<file path="src/sv/dlpv_pkg.sv">
// ----------------------------------------------------------------------------
// dlpv_pkg
// Shared types and constants of the device-list payload validator.
// ----------------------------------------------------------------------------
package dlpv_pkg;

    localparam int unsigned MaxRecordsDef     = 128;
    localparam int unsigned MaxStringBytesDef = 4095;

    localparam logic [31:0] MagicReset   = 32'h4344414C;
    localparam logic [15:0] VersionReset = 16'd1;
    localparam logic [16:0] MaxPayReset  = 17'd65536;
    localparam logic [7:0]  MaxRecReset  = 8'd128;
    localparam logic [11:0] MaxIdReset   = 12'd4000;
    localparam logic [11:0] MaxNameReset = 12'd1000;

    localparam logic [2:0] CfgMagic   = 3'd0;
    localparam logic [2:0] CfgVersion = 3'd1;
    localparam logic [2:0] CfgMaxPay  = 3'd2;
    localparam logic [2:0] CfgMaxRec  = 3'd3;
    localparam logic [2:0] CfgMaxId   = 3'd4;
    localparam logic [2:0] CfgMaxName = 3'd5;

    localparam logic [3:0] StOk      = 4'd0;
    localparam logic [3:0] StLength  = 4'd1;
    localparam logic [3:0] StMagic   = 4'd2;
    localparam logic [3:0] StVersion = 4'd3;
    localparam logic [3:0] StCount   = 4'd4;
    localparam logic [3:0] StFlags   = 4'd5;
    localparam logic [3:0] StTrail   = 4'd6;
    localparam logic [3:0] StIdent   = 4'd7;
    localparam logic [3:0] StName    = 4'd8;
    localparam logic [3:0] StUtf8    = 4'd9;
    localparam logic [3:0] StMultDef = 4'd10;

    localparam logic [2:0] KindHeader  = 3'd0;
    localparam logic [2:0] KindFlags   = 3'd1;
    localparam logic [2:0] KindIdLen   = 3'd2;
    localparam logic [2:0] KindNameLen = 3'd3;
    localparam logic [2:0] KindIdByte  = 3'd4;
    localparam logic [2:0] KindNameByte = 3'd5;
    localparam logic [2:0] KindSurplus = 3'd6;

    // Queue entry between front and back: one byte with its tags.
    typedef struct packed {
        logic [7:0] data;
        logic       last;
        logic [2:0] kind;
        logic [6:0] rec;
        logic       dflt;
        logic [3:0] status;
    } t_entry;

    typedef struct packed {
        logic [31:0] magic;
        logic [15:0] version;
        logic [16:0] max_pay;
        logic [7:0]  max_rec;
        logic [11:0] max_id;
        logic [11:0] max_name;
    } t_cfg;

endpackage

</file>
<file path="src/sv/device_list_payload_validator_top.sv">
// ----------------------------------------------------------------------------
// device_list_payload_validator_top
// Byte-serial validator for device-list payloads.
// ----------------------------------------------------------------------------
// Usage. Payload bytes arrive on the input channel (i_valid, o_stall), one
// item per byte, with i_end_of_payload set on the last byte. Each item gives
// exactly one result item on the output channel (o_valid, i_stall): the byte,
// its field kind, record index and default flag, and on the last byte the
// final status of the whole payload.
// The parser classifies each byte in the cycle it is accepted and writes the
// tagged item into a two-entry queue; the registered item appears on the
// output once the items ahead of it are taken. The parser takes one item per
// cycle while the queue has room. When the receiver stalls, the queue absorbs
// up to two items and then o_stall is raised until room returns.
// Reset (synchronous, active low) empties the queue, returns the parser to
// the start of a payload and loads the register defaults. The user writes the
// registers through the configuration channel (i_cfg_valid, o_cfg_ready)
// only while no payload is in progress; the block itself does not enforce it.
// ----------------------------------------------------------------------------
module device_list_payload_validator_top #(
    parameter int unsigned MAX_RECORDS      = dlpv_pkg::MaxRecordsDef,
    parameter int unsigned MAX_STRING_BYTES = dlpv_pkg::MaxStringBytesDef
) (
    input  logic        i_clk,
    input  logic        i_rst_n,
    input  logic        i_valid,
    output logic        o_stall,
    input  logic [7:0]  i_data_byte,
    input  logic        i_end_of_payload,
    output logic        o_valid,
    input  logic        i_stall,
    output logic [7:0]  o_out_byte,
    output logic [2:0]  o_field_kind,
    output logic [6:0]  o_record_index,
    output logic        o_is_default,
    output logic        o_final_res,
    output logic [3:0]  o_status,
    input  logic        i_cfg_valid,
    output logic        o_cfg_ready,
    input  logic [2:0]  i_cfg_index,
    input  logic [31:0] i_cfg_data
);
    dlpv_pkg::t_cfg   cfg;
    dlpv_pkg::t_entry fe, qe;
    logic             full, take, pop;

    // Registers are always writable; the user keeps writes to idle times.
    assign o_cfg_ready = 1'b1;

    dlpv_cfg u_cfg (
        .i_clk(i_clk), .i_rst_n(i_rst_n), .i_cfg_valid(i_cfg_valid),
        .i_cfg_index(i_cfg_index), .i_cfg_data(i_cfg_data), .o_cfg(cfg)
    );

    assign o_stall = full;
    assign take    = i_valid && !full;

    dlpv_front #(.MAX_RECORDS(MAX_RECORDS), .MAX_STRING_BYTES(MAX_STRING_BYTES)) u_front (
        .i_clk(i_clk), .i_rst_n(i_rst_n), .i_take(take), .i_data(i_data_byte),
        .i_last(i_end_of_payload), .i_cfg(cfg), .o_entry(fe)
    );

    assign pop = o_valid && !i_stall;

    dlpv_queue u_queue (
        .i_clk(i_clk), .i_rst_n(i_rst_n), .i_push(take), .i_entry(fe),
        .o_full(full), .o_valid(o_valid), .i_pop(pop), .o_entry(qe)
    );

    assign o_out_byte     = qe.data;
    assign o_field_kind   = qe.kind;
    assign o_record_index = qe.rec;
    assign o_is_default   = qe.dflt;
    assign o_final_res    = qe.last;
    assign o_status       = qe.status;
endmodule

</file>
<file path="src/sv/dlpv_cfg.sv">
// ----------------------------------------------------------------------------
// dlpv_cfg
// Configuration register file with write port.
// ----------------------------------------------------------------------------
module dlpv_cfg (
    input  logic             i_clk,
    input  logic             i_rst_n,
    input  logic             i_cfg_valid,
    input  logic [2:0]       i_cfg_index,
    input  logic [31:0]      i_cfg_data,
    output dlpv_pkg::t_cfg   o_cfg
);
    dlpv_pkg::t_cfg r_cfg;

    always_ff @(posedge i_clk) begin
        if (!i_rst_n) begin
            r_cfg.magic    <= dlpv_pkg::MagicReset;
            r_cfg.version  <= dlpv_pkg::VersionReset;
            r_cfg.max_pay  <= dlpv_pkg::MaxPayReset;
            r_cfg.max_rec  <= dlpv_pkg::MaxRecReset;
            r_cfg.max_id   <= dlpv_pkg::MaxIdReset;
            r_cfg.max_name <= dlpv_pkg::MaxNameReset;
        end else if (i_cfg_valid) begin
            unique case (i_cfg_index)
                dlpv_pkg::CfgMagic:   r_cfg.magic    <= i_cfg_data;
                dlpv_pkg::CfgVersion: r_cfg.version  <= i_cfg_data[15:0];
                dlpv_pkg::CfgMaxPay:  r_cfg.max_pay  <= i_cfg_data[16:0];
                dlpv_pkg::CfgMaxRec:  r_cfg.max_rec  <= i_cfg_data[7:0];
                dlpv_pkg::CfgMaxId:   r_cfg.max_id   <= i_cfg_data[11:0];
                dlpv_pkg::CfgMaxName: r_cfg.max_name <= i_cfg_data[11:0];
                default: ;
            endcase
        end
    end

    assign o_cfg = r_cfg;
endmodule

</file>
<file path="src/sv/dlpv_front.sv">
// ----------------------------------------------------------------------------
// dlpv_front
// Parser: classifies each accepted byte and works out the final status.
// ----------------------------------------------------------------------------
module dlpv_front #(
    parameter int unsigned MAX_RECORDS      = dlpv_pkg::MaxRecordsDef,
    parameter int unsigned MAX_STRING_BYTES = dlpv_pkg::MaxStringBytesDef
) (
    input  logic             i_clk,
    input  logic             i_rst_n,
    input  logic             i_take,
    input  logic [7:0]       i_data,
    input  logic             i_last,
    input  dlpv_pkg::t_cfg   i_cfg,
    output dlpv_pkg::t_entry o_entry
);
    localparam logic [16:0] MaxRecL = 17'(MAX_RECORDS);
    localparam logic [31:0] MaxStrL = 32'(MAX_STRING_BYTES);

    typedef enum logic [3:0] {
        PH_MAGIC, PH_VERSION, PH_COUNT, PH_FLAGS, PH_IDLEN, PH_NAMELEN,
        PH_IDSTR, PH_NAMESTR, PH_SURPLUS, PH_STOPPED
    } t_phase;

    t_phase      r_phase, n_phase;
    logic [31:0] r_shift, n_shift;
    logic [1:0]  r_fcnt, n_fcnt;
    logic [11:0] r_rem, n_rem;
    logic [11:0] r_nlen, n_nlen;
    logic [8:0]  r_hcnt, n_hcnt;
    logic [8:0]  r_done, n_done;
    logic [16:0] r_pcnt, n_pcnt;
    logic [3:0]  r_serr, n_serr;
    logic [3:0]  r_setr, n_setr;
    logic        r_dseen, n_dseen;
    logic [1:0]  r_upend, n_upend;
    logic [20:0] r_ucp, n_ucp;
    logic [16:0] r_umin, n_umin;
    logic [1:0]  r_sflg, n_sflg;
    logic        r_cdef, n_cdef;

    logic [31:0] sh;
    logic [1:0]  fc1;
    logic        full4, full2;
    logic [20:0] cp;
    logic [2:0]  kind;
    logic [6:0]  rec;
    logic        dflt;
    logic [3:0]  status;
    logic [11:0] remd;
    logic [1:0]  sf;
    logic        tmp_done;

    // Error helper: keeps only the first.
    function automatic logic [3:0] keep(input logic [3:0] cur, input logic [3:0] c);
        keep = (cur == dlpv_pkg::StOk) ? c : cur;
    endfunction

    always_comb begin
        n_phase = r_phase; n_shift = r_shift; n_fcnt = r_fcnt; n_rem = r_rem;
        n_nlen = r_nlen; n_hcnt = r_hcnt; n_done = r_done; n_pcnt = r_pcnt;
        n_serr = r_serr; n_setr = r_setr; n_dseen = r_dseen; n_upend = r_upend;
        n_ucp = r_ucp; n_umin = r_umin; n_sflg = r_sflg; n_cdef = r_cdef;
        kind = dlpv_pkg::KindSurplus; rec = 7'd0; dflt = 1'b0; status = dlpv_pkg::StOk;
        remd = 12'd0; sf = 2'd0; tmp_done = 1'b0; cp = 21'd0;

        sh    = {r_shift[23:0], i_data};
        fc1   = r_fcnt + 2'd1;
        full4 = (r_fcnt == 2'd3);
        full2 = (r_fcnt == 2'd1);

        if (r_pcnt != 17'h1FFFF) n_pcnt = r_pcnt + 17'd1;
        if (r_phase == PH_FLAGS || r_phase == PH_IDLEN || r_phase == PH_NAMELEN ||
            r_phase == PH_IDSTR || r_phase == PH_NAMESTR) begin
            rec = r_done[6:0];
        end

        unique case (r_phase)
            PH_MAGIC: begin
                kind = dlpv_pkg::KindHeader;
                n_shift = sh; n_fcnt = fc1;
                if (full4) begin
                    n_fcnt = 2'd0; n_shift = 32'd0;
                    if (sh != i_cfg.magic) begin
                        n_serr = keep(r_serr, dlpv_pkg::StMagic); n_phase = PH_STOPPED;
                    end else n_phase = PH_VERSION;
                end
            end
            PH_VERSION: begin
                kind = dlpv_pkg::KindHeader;
                n_shift = sh; n_fcnt = fc1;
                if (full2) begin
                    n_fcnt = 2'd0; n_shift = 32'd0;
                    if (sh[15:0] != i_cfg.version) begin
                        n_serr = keep(r_serr, dlpv_pkg::StVersion); n_phase = PH_STOPPED;
                    end else n_phase = PH_COUNT;
                end
            end
            PH_COUNT: begin
                kind = dlpv_pkg::KindHeader;
                n_shift = sh; n_fcnt = fc1;
                if (full2) begin
                    n_fcnt = 2'd0; n_shift = 32'd0;
                    if ({1'b0, sh[15:0]} > {9'd0, i_cfg.max_rec} ||
                        {1'b0, sh[15:0]} > MaxRecL) begin
                        n_serr = keep(r_serr, dlpv_pkg::StCount); n_phase = PH_STOPPED;
                    end else begin
                        n_hcnt = sh[8:0]; n_done = 9'd0;
                        n_phase = (sh[15:0] == 16'd0) ? PH_SURPLUS : PH_FLAGS;
                    end
                end
            end
            PH_FLAGS: begin
                kind = dlpv_pkg::KindFlags;
                if (i_data[7:1] != 7'd0) begin
                    n_serr = keep(r_serr, dlpv_pkg::StFlags); n_phase = PH_STOPPED;
                end else begin
                    n_cdef = i_data[0]; dflt = i_data[0]; n_phase = PH_IDLEN;
                end
            end
            PH_IDLEN: begin
                kind = dlpv_pkg::KindIdLen; dflt = r_cdef;
                n_shift = sh; n_fcnt = fc1;
                if (full4) begin
                    n_fcnt = 2'd0; n_shift = 32'd0;
                    if (sh > {20'd0, i_cfg.max_id} || sh > MaxStrL) begin
                        n_serr = keep(r_serr, dlpv_pkg::StLength); n_phase = PH_STOPPED;
                    end else begin
                        n_rem = sh[11:0]; n_phase = PH_NAMELEN;
                    end
                end
            end
            PH_NAMELEN: begin
                kind = dlpv_pkg::KindNameLen; dflt = r_cdef;
                n_shift = sh; n_fcnt = fc1;
                if (full4) begin
                    n_fcnt = 2'd0; n_shift = 32'd0;
                    if (sh > {20'd0, i_cfg.max_name} || sh > MaxStrL) begin
                        n_serr = keep(r_serr, dlpv_pkg::StLength); n_phase = PH_STOPPED;
                    end else begin
                        n_nlen = sh[11:0];
                        n_sflg = 2'd0; n_upend = 2'd0; n_ucp = 21'd0; n_umin = 17'd0;
                        if (r_rem == 12'd0) begin
                            n_setr = keep(r_setr, dlpv_pkg::StIdent);
                            if (sh[11:0] == 12'd0) begin
                                tmp_done = 1'b1;
                            end else begin
                                n_rem = sh[11:0]; n_phase = PH_NAMESTR;
                            end
                        end else n_phase = PH_IDSTR;
                    end
                end
            end
            PH_IDSTR, PH_NAMESTR: begin
                kind = (r_phase == PH_IDSTR) ? dlpv_pkg::KindIdByte : dlpv_pkg::KindNameByte;
                dflt = r_cdef;
                // UTF-8 step on this byte.
                sf = r_sflg;
                if (i_data == 8'd0) sf[0] = 1'b1;
                if (!r_sflg[1]) begin
                    if (r_upend == 2'd0) begin
                        if (i_data[7]) begin
                            if (i_data[7:5] == 3'b110) begin
                                n_upend = 2'd1; n_ucp = {16'd0, i_data[4:0]}; n_umin = 17'h80;
                            end else if (i_data[7:4] == 4'b1110) begin
                                n_upend = 2'd2; n_ucp = {17'd0, i_data[3:0]}; n_umin = 17'h800;
                            end else if (i_data[7:3] == 5'b11110) begin
                                n_upend = 2'd3; n_ucp = {18'd0, i_data[2:0]};
                                n_umin = 17'h10000;
                            end else sf[1] = 1'b1;
                        end
                    end else if (i_data[7:6] != 2'b10) begin
                        sf[1] = 1'b1; n_upend = 2'd0;
                    end else begin
                        cp = {r_ucp[14:0], i_data[5:0]};
                        n_ucp = cp; n_upend = r_upend - 2'd1;
                        if (r_upend == 2'd1 &&
                            (cp < {4'd0, r_umin} || cp > 21'h10FFFF ||
                             (cp >= 21'hD800 && cp <= 21'hDFFF))) sf[1] = 1'b1;
                    end
                end
                n_sflg = sf;
                remd = (r_rem != 12'd0) ? r_rem - 12'd1 : 12'd0;
                n_rem = remd;
                if (remd == 12'd0) begin
                    if (sf[0]) begin
                        n_setr = keep(r_setr, (r_phase == PH_IDSTR) ? dlpv_pkg::StIdent
                                                                     : dlpv_pkg::StName);
                    end else if (sf[1] || n_upend != 2'd0) begin
                        n_setr = keep(r_setr, dlpv_pkg::StUtf8);
                    end
                    if (r_phase == PH_IDSTR) begin
                        n_sflg = 2'd0; n_upend = 2'd0; n_ucp = 21'd0; n_umin = 17'd0;
                        if (r_nlen == 12'd0) begin
                            tmp_done = 1'b1;
                        end else begin
                            n_rem = r_nlen; n_phase = PH_NAMESTR;
                        end
                    end else tmp_done = 1'b1;
                end
            end
            PH_SURPLUS: begin
                if (r_serr == dlpv_pkg::StOk) n_serr = dlpv_pkg::StTrail;
            end
            default: n_phase = PH_STOPPED;
        endcase

        // Record completion, including the empty-name error before it.
        if (tmp_done) begin
            if (r_phase == PH_NAMELEN || r_phase == PH_IDSTR) begin
                n_setr = keep(n_setr, dlpv_pkg::StName);
            end
            if (r_cdef && r_dseen) n_setr = keep(n_setr, dlpv_pkg::StMultDef);
            n_dseen = r_dseen | r_cdef;
            n_done = r_done + 9'd1;
            n_phase = (n_done >= r_hcnt) ? PH_SURPLUS : PH_FLAGS;
        end

        if (i_last) begin
            if (n_pcnt > i_cfg.max_pay) status = dlpv_pkg::StLength;
            else if (n_serr != dlpv_pkg::StOk) status = n_serr;
            else if (n_phase != PH_SURPLUS) status = dlpv_pkg::StLength;
            else status = n_setr;
        end
    end

    always_ff @(posedge i_clk) begin
        if (!i_rst_n || (i_take && i_last)) begin
            r_phase <= PH_MAGIC; r_shift <= '0; r_fcnt <= '0; r_rem <= '0; r_nlen <= '0;
            r_hcnt <= '0; r_done <= '0; r_pcnt <= '0; r_serr <= '0; r_setr <= '0;
            r_dseen <= 1'b0; r_upend <= '0; r_ucp <= '0; r_umin <= '0; r_sflg <= '0;
            r_cdef <= 1'b0;
        end else if (i_take) begin
            r_phase <= n_phase; r_shift <= n_shift; r_fcnt <= n_fcnt; r_rem <= n_rem;
            r_nlen <= n_nlen; r_hcnt <= n_hcnt; r_done <= n_done; r_pcnt <= n_pcnt;
            r_serr <= n_serr; r_setr <= n_setr; r_dseen <= n_dseen; r_upend <= n_upend;
            r_ucp <= n_ucp; r_umin <= n_umin; r_sflg <= n_sflg; r_cdef <= n_cdef;
        end
    end

    always_comb begin
        o_entry.data   = i_data;
        o_entry.last   = i_last;
        o_entry.kind   = kind;
        o_entry.rec    = rec;
        o_entry.dflt   = dflt;
        o_entry.status = status;
    end
endmodule

</file>
<file path="src/sv/dlpv_queue.sv">
// ----------------------------------------------------------------------------
// dlpv_queue
// Two-entry queue between the parser and the output stage.
// ----------------------------------------------------------------------------
module dlpv_queue (
    input  logic             i_clk,
    input  logic             i_rst_n,
    input  logic             i_push,
    input  dlpv_pkg::t_entry i_entry,
    output logic             o_full,
    output logic             o_valid,
    input  logic             i_pop,
    output dlpv_pkg::t_entry o_entry
);
    dlpv_pkg::t_entry r_mem [2];
    logic             r_wp, r_rp;
    logic [1:0]       r_cnt;

    always_ff @(posedge i_clk) begin
        if (!i_rst_n) begin
            r_wp <= 1'b0; r_rp <= 1'b0; r_cnt <= 2'd0;
        end else begin
            if (i_push) r_wp <= ~r_wp;
            if (i_pop)  r_rp <= ~r_rp;
            r_cnt <= r_cnt + {1'b0, i_push} - {1'b0, i_pop};
        end
    end

    always_ff @(posedge i_clk) begin
        if (i_push) r_mem[r_wp] <= i_entry;
    end

    assign o_full  = r_cnt[1];
    assign o_valid = (r_cnt != 2'd0);
    assign o_entry = r_mem[r_rp];
endmodule

</file>
<file path="config.mk">
export PLATFORM = sky130hd
export DESIGN_NAME = device_list_payload_validator_top
export DESIGN_NICKNAME = d
export VERILOG_FILES = /design/src/sv/dlpv_pkg.sv /design/src/sv/device_list_payload_validator_top.sv /design/src/sv/dlpv_cfg.sv /design/src/sv/dlpv_front.sv /design/src/sv/dlpv_queue.sv
export SDC_FILE = /design/constraint.sdc
export NUM_CORES = 1
export LEC_CHECK = 0
export ABC_AREA = 1
export BUFFER_PORTS_ARGS = -buffer_cell sky130_fd_sc_hd__buf_2
export CORE_ASPECT_RATIO = 0.9
export CORE_MARGIN = 2
export CORE_UTILIZATION = 47
export CTS_BUF_LIST = sky130_fd_sc_hd__clkbuf_4 sky130_fd_sc_hd__clkbuf_8
export DETAILED_ROUTE_END_ITERATION = 7
export GPL_ROUTABILITY_DRIVEN = 0
export GPL_TIMING_DRIVEN = 0
export PLACE_DENSITY = 0.71
export SYNTH_ARGS = -nofsm -noshare
export SYNTH_HDL_FRONTEND = slang
export SYNTH_SLANG_ARGS = --single-unit
</file>
<file path="constraint.sdc">
create_clock -name i_clk -period 6.2 [get_ports i_clk]
set_input_delay 1.24 -clock i_clk [delete_from_list [all_inputs] [get_ports i_clk]]
set_output_delay 1.24 -clock i_clk [all_outputs]
set_load 0.005 [all_outputs]
</file>
==> results of run 1 <==
logic make-up after synthesis:
kind of cell	count (synthesis)	share of synthesized area, %
compound gates	484	17.4
xor+xnor	61	3.49
fa+ha+maj	84	6.87
buf+inv	365	9.19
flops	285	40.5
mux	24	1.77
other cells	1	0.0245
simple gates	727	20.8
flip-flops by register name, indices dropped and copies added, names as in the netlist, named ones only:
| name | count |
|---|---|
| u_queue.r_cnt | 2 |
| u_queue.r_wp | 1 |
| u_front.r_phase | 4 |
| u_front.r_shift | 24 |
| u_front.r_sflg | 2 |
| u_front.r_fcnt | 2 |
| u_front.r_pcnt | 17 |
| u_front.r_nlen | 12 |
| u_front.r_dseen | 1 |
| u_queue.r_rp | 1 |
| u_front.r_upend | 2 |
| u_front.r_umin | 17 |
| u_front.r_serr | 4 |
| u_queue.r_mem | 48 |
| u_front.r_setr | 4 |
| u_cfg.o_cfg | 97 |
| u_front.r_ucp | 15 |
| u_front.r_done | 9 |
| u_front.r_hcnt | 9 |
| u_front.r_cdef | 1 |
| u_front.r_rem | 12 |
Yosys cell counts (36+ instances only):
| library cell | count | area [sq um] |
|---|---|---|
| nand3_1 | 88 | 440 |
| edfxtp_1 | 48 | 1440 |
| ha_1 | 84 | 1050 |
| nand2_1 | 327 | 1230 |
| a21oi_1 | 203 | 1020 |
| o21ai_0 | 185 | 926 |
| nor3_1 | 42 | 210 |
| nor2_1 | 203 | 762 |
| dfxtp_1 | 237 | 4740 |
| xor2_1 | 36 | 315 |
| inv_1 | 270 | 1010 |
| clkbuf_1 | 64 | 240 |
worst min-delay path: stages, from the launching register on:
cell     delay [ns]
dfxtp_1        0.30
inv_1          0.06
nor3_1         0.05
power by group through the flow:
stage / combinational (mW) / sequential (mW) / clock, mW
2_1_floorplan: 0.789 / 2.10 / 0
3_3_place_gp: 1.12 / 2.12 / 0
3_5_place_dp: 1.16 / 2.12 / 0
4_1_cts: 1.16 / 2.08 / 2.00
5_1_grt: 1.31 / 2.09 / 2.09
6_report: 1.18 / 2.08 / 1.98
final cells by class:
cell class / instances / area, sq um
plain buffers: 87 / 360
clock buffers: 69 / 875
clock inverters: 17 / 262
fillers: 3027 / 14600
inverters: 278 / 1040
multi-input cells: 1381 / 7700
flip-flops and latches: 285 / 6190
well taps: 416 / 520
repair buffers: 76 / 425
per-layer routing:
| metal | wire length (um) | GRT usage [%] |
|---|---|---|
| met5 | 0 | 0 |
| met3 | 4370 | 5.85 |
| met1 | 19700 | 35.2 |
| met4 | 1530 | 9.47 |
| met2 | 19100 | 41.2 |
stage by stage:
| stage | setup slack, ns | power, mW | cell area (sq um) | cells | util [%] |
|---|---|---|---|---|---|
| after global placement | 1.87 | 3.23 | 16200 | 2521 | 50.6 |
| after detailed placement | 1.87 | 3.28 | 16200 | 2523 | 50.8 |
| after floorplan | 3.00 | 2.89 | 15300 | 2031 | - |
| final | 2.15 | 5.25 | 17400 | 2609 | 54.4 |
| after CTS | 2.30 | 5.24 | 17400 | 2609 | 54.4 |
| after global routing | 1.79 | 5.49 | 17400 | 2609 | 54.4 |
how the worst min path moves through the flow:
stage / to / depth (start not counted)
after floorplan: u_front.r_umin[0] / 2
after global placement: u_front.r_umin[0] / 2
after detailed placement: u_front.r_umin[0] / 2
after CTS: u_front.r_umin[0] / 2
after global routing: u_front.r_umin[1] / 2
final: u_front.r_umin[0] / 2
layout by cell type, fill, tap and decap left out, types with 6 or more instances in the layout:
master / Yosys / routed
clkbuf_1: 64 / 64
nand4_1: 21 / 21
xor2_1: 36 / 36
inv_2: 6 / 6
clkbuf_4: 0 / 12
inv_1: 270 / 270
edfxtp_1: 48 / 48
nor3_1: 42 / 42
a31oi_1: 11 / 11
o21ai_0: 185 / 185
o21ai_1: 10 / 10
bufinv_16: 0 / 7
o211ai_1: 26 / 26
mux2_2: 24 / 24
nor2_1: 203 / 201
xnor2_1: 25 / 25
dfxtp_1: 237 / 237
buf_2: 18 / 92
ha_1: 84 / 84
nand2_1: 327 / 327
clkinv_2: 1 / 9
nor2_2: 4 / 6
nand3_1: 88 / 88
nor4_1: 8 / 8
a211oi_1: 8 / 8
nand3_2: 7 / 7
a21oi_1: 203 / 203
clkbuf_8: 0 / 57
==> impl_metrics.csv, run 1 <==
group,metric,value,unit
status,status,"completed",
synthesis,synth_edf_count,48,
clock_network,cts_resized,0,
power,seq_power_share,39.7,%
critical_path,arrival,4.41,ns
timing,finalSetupTns,0,ns
clock_network,worstSkewPairLatency,0.58,ns
floorplanning,core.rowCount,62,
clock_network,holdBufCountCts,0,
critical_path,cp-startpoint,"u_front.r_pcnt[0]",
critical_path,cp_max_fo,4,
timing,whs,0.447,ns
drt,drcViolationCount,0,
synthesis,synth_cells,2031,
critical_path,cp_common_cell,"nor2_1",
cells_and_area,area_growth,13.7,%
grt,grt_overflow_total,0,
critical_path,crit_chain,"ha_1 -> inv_1 -> nor3_1 -> inv_1 -> nor2_1 -> nand4_1 -> nor2_1 -> nor2_1 -> inv_1 -> nor2_1 -> xor2_1 -> ha_1 -> a21oi_1 -> nor2_1 -> a211oi_1 -> o21ai_0 -> a21oi_1 -> o21ai_0 -> nand2_1 -> inv_1 -> nor2_1 -> o21ai_0 -> a21oi_1",
power,swShare,31.0,%
timing,max_freq,247,MHz
critical_path,slowest_delay,0.40,ns
grt,grt_usage,26.1,%
grt,grt_pass1_vias,13685,
floorplanning,pin_count,76,
timing,hold_violations,0,
synthesis,ys_seq_area_share,40.5,%
timing,finalCriticalPeriod,4.05,ns
clock_network,cts-root-buf,"clkbuf_8",
critical_path,rr_startpoint,"u_front.r_pcnt[0]",
synthesis,ys_types,58,
floorplanning,die_h,175,um
critical_path,regToRegSetupSlack,2.15,ns
worst_hold_path,hold_start,"u_front.r_umin[0]",
clock_network,cts_setup_buffers,0,
worst_hold_path,min_path_type,"flop to flop",
synthesis,avgSynthCellArea,7.53,sq um
drt,vias_per_cell,5.52,
flow_run,cap_violations,0,
synthesis,async_flop_share,0,%
grt,grt_max_degree,18,
clock_network,clock_tree.buffer_depth,3,
clock_network,clock-sinks,285,
cells_and_area,drive_above_1_share,11.4,%
synthesis,synth_seq_cells,285,
clock_network,h-tree-depth,2,
timing,rsz0062_at_grt,"false",
placement,io_buffers,74,
synthesis,synth_area,15300,sq um
floorplanning,start_util,47.8,%
floorplanning,core_area,32000,sq um
synthesis,ys.warnings.count,0,
synthesis,syn_nets,2164,
power,switchingPower,1.63,mW
critical_path,path_class,"flop to flop",
synthesis,ys.flop_type,"dfxtp_1",
grt,grt_pass1_wl,71300,um
timing,setup_viol,0,
timing,report.final.slew_viol_count,0,
power,p_int,3.62,mW
critical_path,critical_path_required,6.56,ns
timing,timing.final.crit_share,65.3,%
critical_path,cp.buffers_inverters,4,
drt,drtPass1Iterations,7,
placement,hpwl,33500,um
drt,vias,14402,
critical_path,cp.depth,23,
clock_network,cts.clk_slew.worst_paths,0.06,ns
floorplanning,chipWidth,194,um
power,clkPwrFrac,37.7,%
drt,ant_nets,0,
critical_path,cp-start-kind,"flop",
cells_and_area,final_nets,2288,
floorplanning,die_area,34000,sq um
power,power_frac_comb,22.6,%
critical_path,cp_top_family,"simple AND/OR/NAND/NOR gates",
power,leakagePower,7.54,nW
timing,relSlewSlack,29.8,%
critical_path,critPathSlowestCell,"dfxtp_1",
critical_path,crit_path_end,"u_queue.r_mem[0][3]",
drt,routed_wl,44700,um
critical_path,worstRegToRegCells,23,
critical_path,worstSetupEndpointType,"flop",
drt,wl_per_cell,17.1,um
timing,finClkSkew,0.0248,ns
power,powerDensity,302,nW/um^2
drt,drtIter0Drc,1603,
clock_network,numCtsBuffers,46,
power,ir_drop,0.201,mV
cells_and_area,antennaDiodeCount,0,
clock_network,cts_tree,"done",
timing,tightest_slew,1.04,ns
critical_path,rr_endpoint,"u_queue.r_mem[0][3]",
grt,antenna_found_initial,1,
No activity file was read; power rests on OpenSTA's default activity.
==> inputs of run 2 (changes only) <==
clock period = 3.91 ns   (was 6.2 ns; I/O delays follow)
==> run 2 against run 1 <==
  * Combinational power is 59% higher
  * Clock power grew 58%
  * Cell count barely moved
  * Routed wire length up 0.15%
  * Sequential share of layout area shrank 0.085 points
  * Global-route usage stayed put
  * Die area unchanged
  * Register-to-register slack got worse by 1.8 ns
  * Worst setup slack got worse by 1.8 ns
==> impl_metrics.csv, run 2 (same netlist as run 1, synthesis figures left out) <==
group,metric,value,unit
status,status,"completed",
timing,relSlewSlack,34.0,%
cells_and_area,n_fill_cell,3020,
clock_network,clock-sinks,285,
placement,hpwl,33500,um
worst_hold_path,hold_start,"i_cfg_data[18]",
cells_and_area,antennaDiodeCount,0,
grt,grt_overflow_total,0,
timing,timing.final.crit_share,92.3,%
drt,vias,14410,
timing,report.final.slew_viol_count,0,
worst_hold_path,whs_path_depth,3,
drt,vias_per_cell,5.52,
clock_network,worstSkewPairLatency,0.58,ns
timing,finalSetupTns,0,ns
cells_and_area,area_growth,14.0,%
timing,rsz0062_at_grt,"false",
drt,drtPass1Iterations,8,
drt,routed_wl,44800,um
cells_and_area,final_core_util,54.5,%
clock_network,h-tree-depth,2,
cells_and_area,drive_above_1_share,11.9,%
power,leakagePower,7.56,nW
drt,drtIter0Drc,1564,
timing,setup_ws,0.301,ns
cells_and_area,largest_reg_flops,97,
critical_path,critical_path_required,4.30,ns
grt,grt_pass1_vias,13685,
critical_path,rr_endpoint,"u_queue.r_mem[1][1]",
timing,hold_violations,0,
clock_network,cts-root-buf,"clkbuf_8",
cells_and_area,layout_commonest_cell,"nand2_1",
floorplanning,die_h,175,um
floorplanning,core.rowCount,62,
critical_path,cp_max_fo,4,
worst_hold_path,hold_end,"u_cfg.o_cfg[83]",
cells_and_area,final_nets,2289,
timing,setup_viol,0,
grt,grt_max_degree,18,
critical_path,arrival,3.99,ns
critical_path,worstRegToRegCells,23,
critical_path,rr_startpoint,"u_front.r_pcnt[0]",
drt,ant_nets,0,
drt,drcViolationCount,0,
timing,max_freq,277,MHz
power,finalPower,8.32,mW
clock_network,cts_tree,"done",
grt,antenna_found_initial,1,
flow_run,cap_violations,0,
clock_network,clock_tree.buffer_depth,3,
floorplanning,chipWidth,194,um
power,powerDensity,478,nW/um^2
placement,io_buffers,74,
critical_path,path_class,"flop to flop",
timing,finClkSkew,0.0216,ns
cells_and_area,stdcell_count,2610,
critical_path,cp-start-kind,"flop",
clock_network,cts.clk_slew.worst_paths,0.06,ns
timing,tightest_slew,0.982,ns
floorplanning,pin_count,76,
cells_and_area,final_cell_mix,"nand2_1, inv_1, dfxtp_1",
clock_network,numCtsBuffers,46,
floorplanning,start_util,47.8,%
grt,grt_pass1_wl,71300,um
critical_path,worstSetupEndpointType,"flop",
critical_path,regToRegSetupSlack,0.30,ns
drt,wl_per_cell,17.2,um
grt,grt_usage,26.1,%
floorplanning,die_area,34000,sq um
power,ir_drop,0.315,mV
worst_hold_path,min_path_type,"input pin to flop",
placement,pre_cts_slack,0.0390,ns
placement,dp_cells,2523,
timing,finalCriticalPeriod,3.61,ns
floorplanning,core_area,32000,sq um
==> run 2: layout make-up <==
type                       instances  area, sq um  area share, %
multi-input combinational       1381         7740           44.4
sequential                       285         6190           35.5
inverter                         278         1040           6.00
clock buffer                      69          875           5.02
tap                              416          520           2.99
timing repair buffer              77          433           2.48
buffer                            87          360           2.07
clock inverter                    17          262           1.50
==> run 2: stage by stage <==
stage,hold WS (ns),instance area [sq um]
global route,0.418,17400
finish,0.413,17400
CTS,0.399,17400
detailed placement,0.437,16200
global placement,0.432,16200
floorplan,0.418,15300
==> run 2: worst max path at each step <==
stage	to	startpoint	slack [ns]	cells past startpoint
finish	u_queue.r_mem[1][1]	u_front.r_pcnt[0]	0.30	23
global route	u_queue.r_mem[0][1]	u_front.r_pcnt[0]	0.04	23
CTS	u_queue.r_mem[0][3]	u_front.r_pcnt[0]	0.009	23
detailed placement	u_queue.r_mem[0][2]	i_data_byte[0]	0.04	21
global placement	u_queue.r_mem[0][3]	i_data_byte[0]	0.03	21
floorplan	u_queue.r_mem[0][1]	u_front.r_pcnt[0]	0.95	23
==> run 2: layer usage <==
layer	track usage [%]	part of all wire, %
met5	0	0
met4	9.47	3.4
met3	5.85	9.2
met2	41.2	43
met1	35.2	44
==> run 2: report_power, final <==
| part | internal, mW | leakage [nW] | switching (mW) |
|---|---|---|---|
| Combinational | 0.645 | 4.59 | 1.24 |
| Clock | 1.90 | 0.597 | 1.23 |
| Sequential | 3.20 | 2.38 | 0.107 |
| Total | 5.74 | 7.56 | 2.58 |
==> run 2: what timing repair did <==
item                                    CTS  global route
endpoints found under the hold margin     0             0
endpoints found under the setup margin    0             8
setup buffers                             0             1
resized for setup                         0            14
hold buffers                              0             0
==> run 2: worst max-delay path, cell delays in order (launching register included) <==
cell and delay, ns:
dfxtp_2 0.37, ha_1 0.16, inv_1 0.08, nor3_4 0.15, inv_1 0.09, nor2_1 0.14, nand4_1 0.15, nor2_4 0.17
nor2_1 0.05, inv_1 0.08, nor2_1 0.08, xor2_1 0.27, ha_1 0.30, a21oi_1 0.16, nor2_1 0.05, a211oi_1 0.16
o21ai_0 0.12, a21oi_1 0.12, o21ai_0 0.11, nand2_1 0.09, inv_2 0.08, nor2_4 0.12, o21ai_0 0.08, a21oi_1 0.23
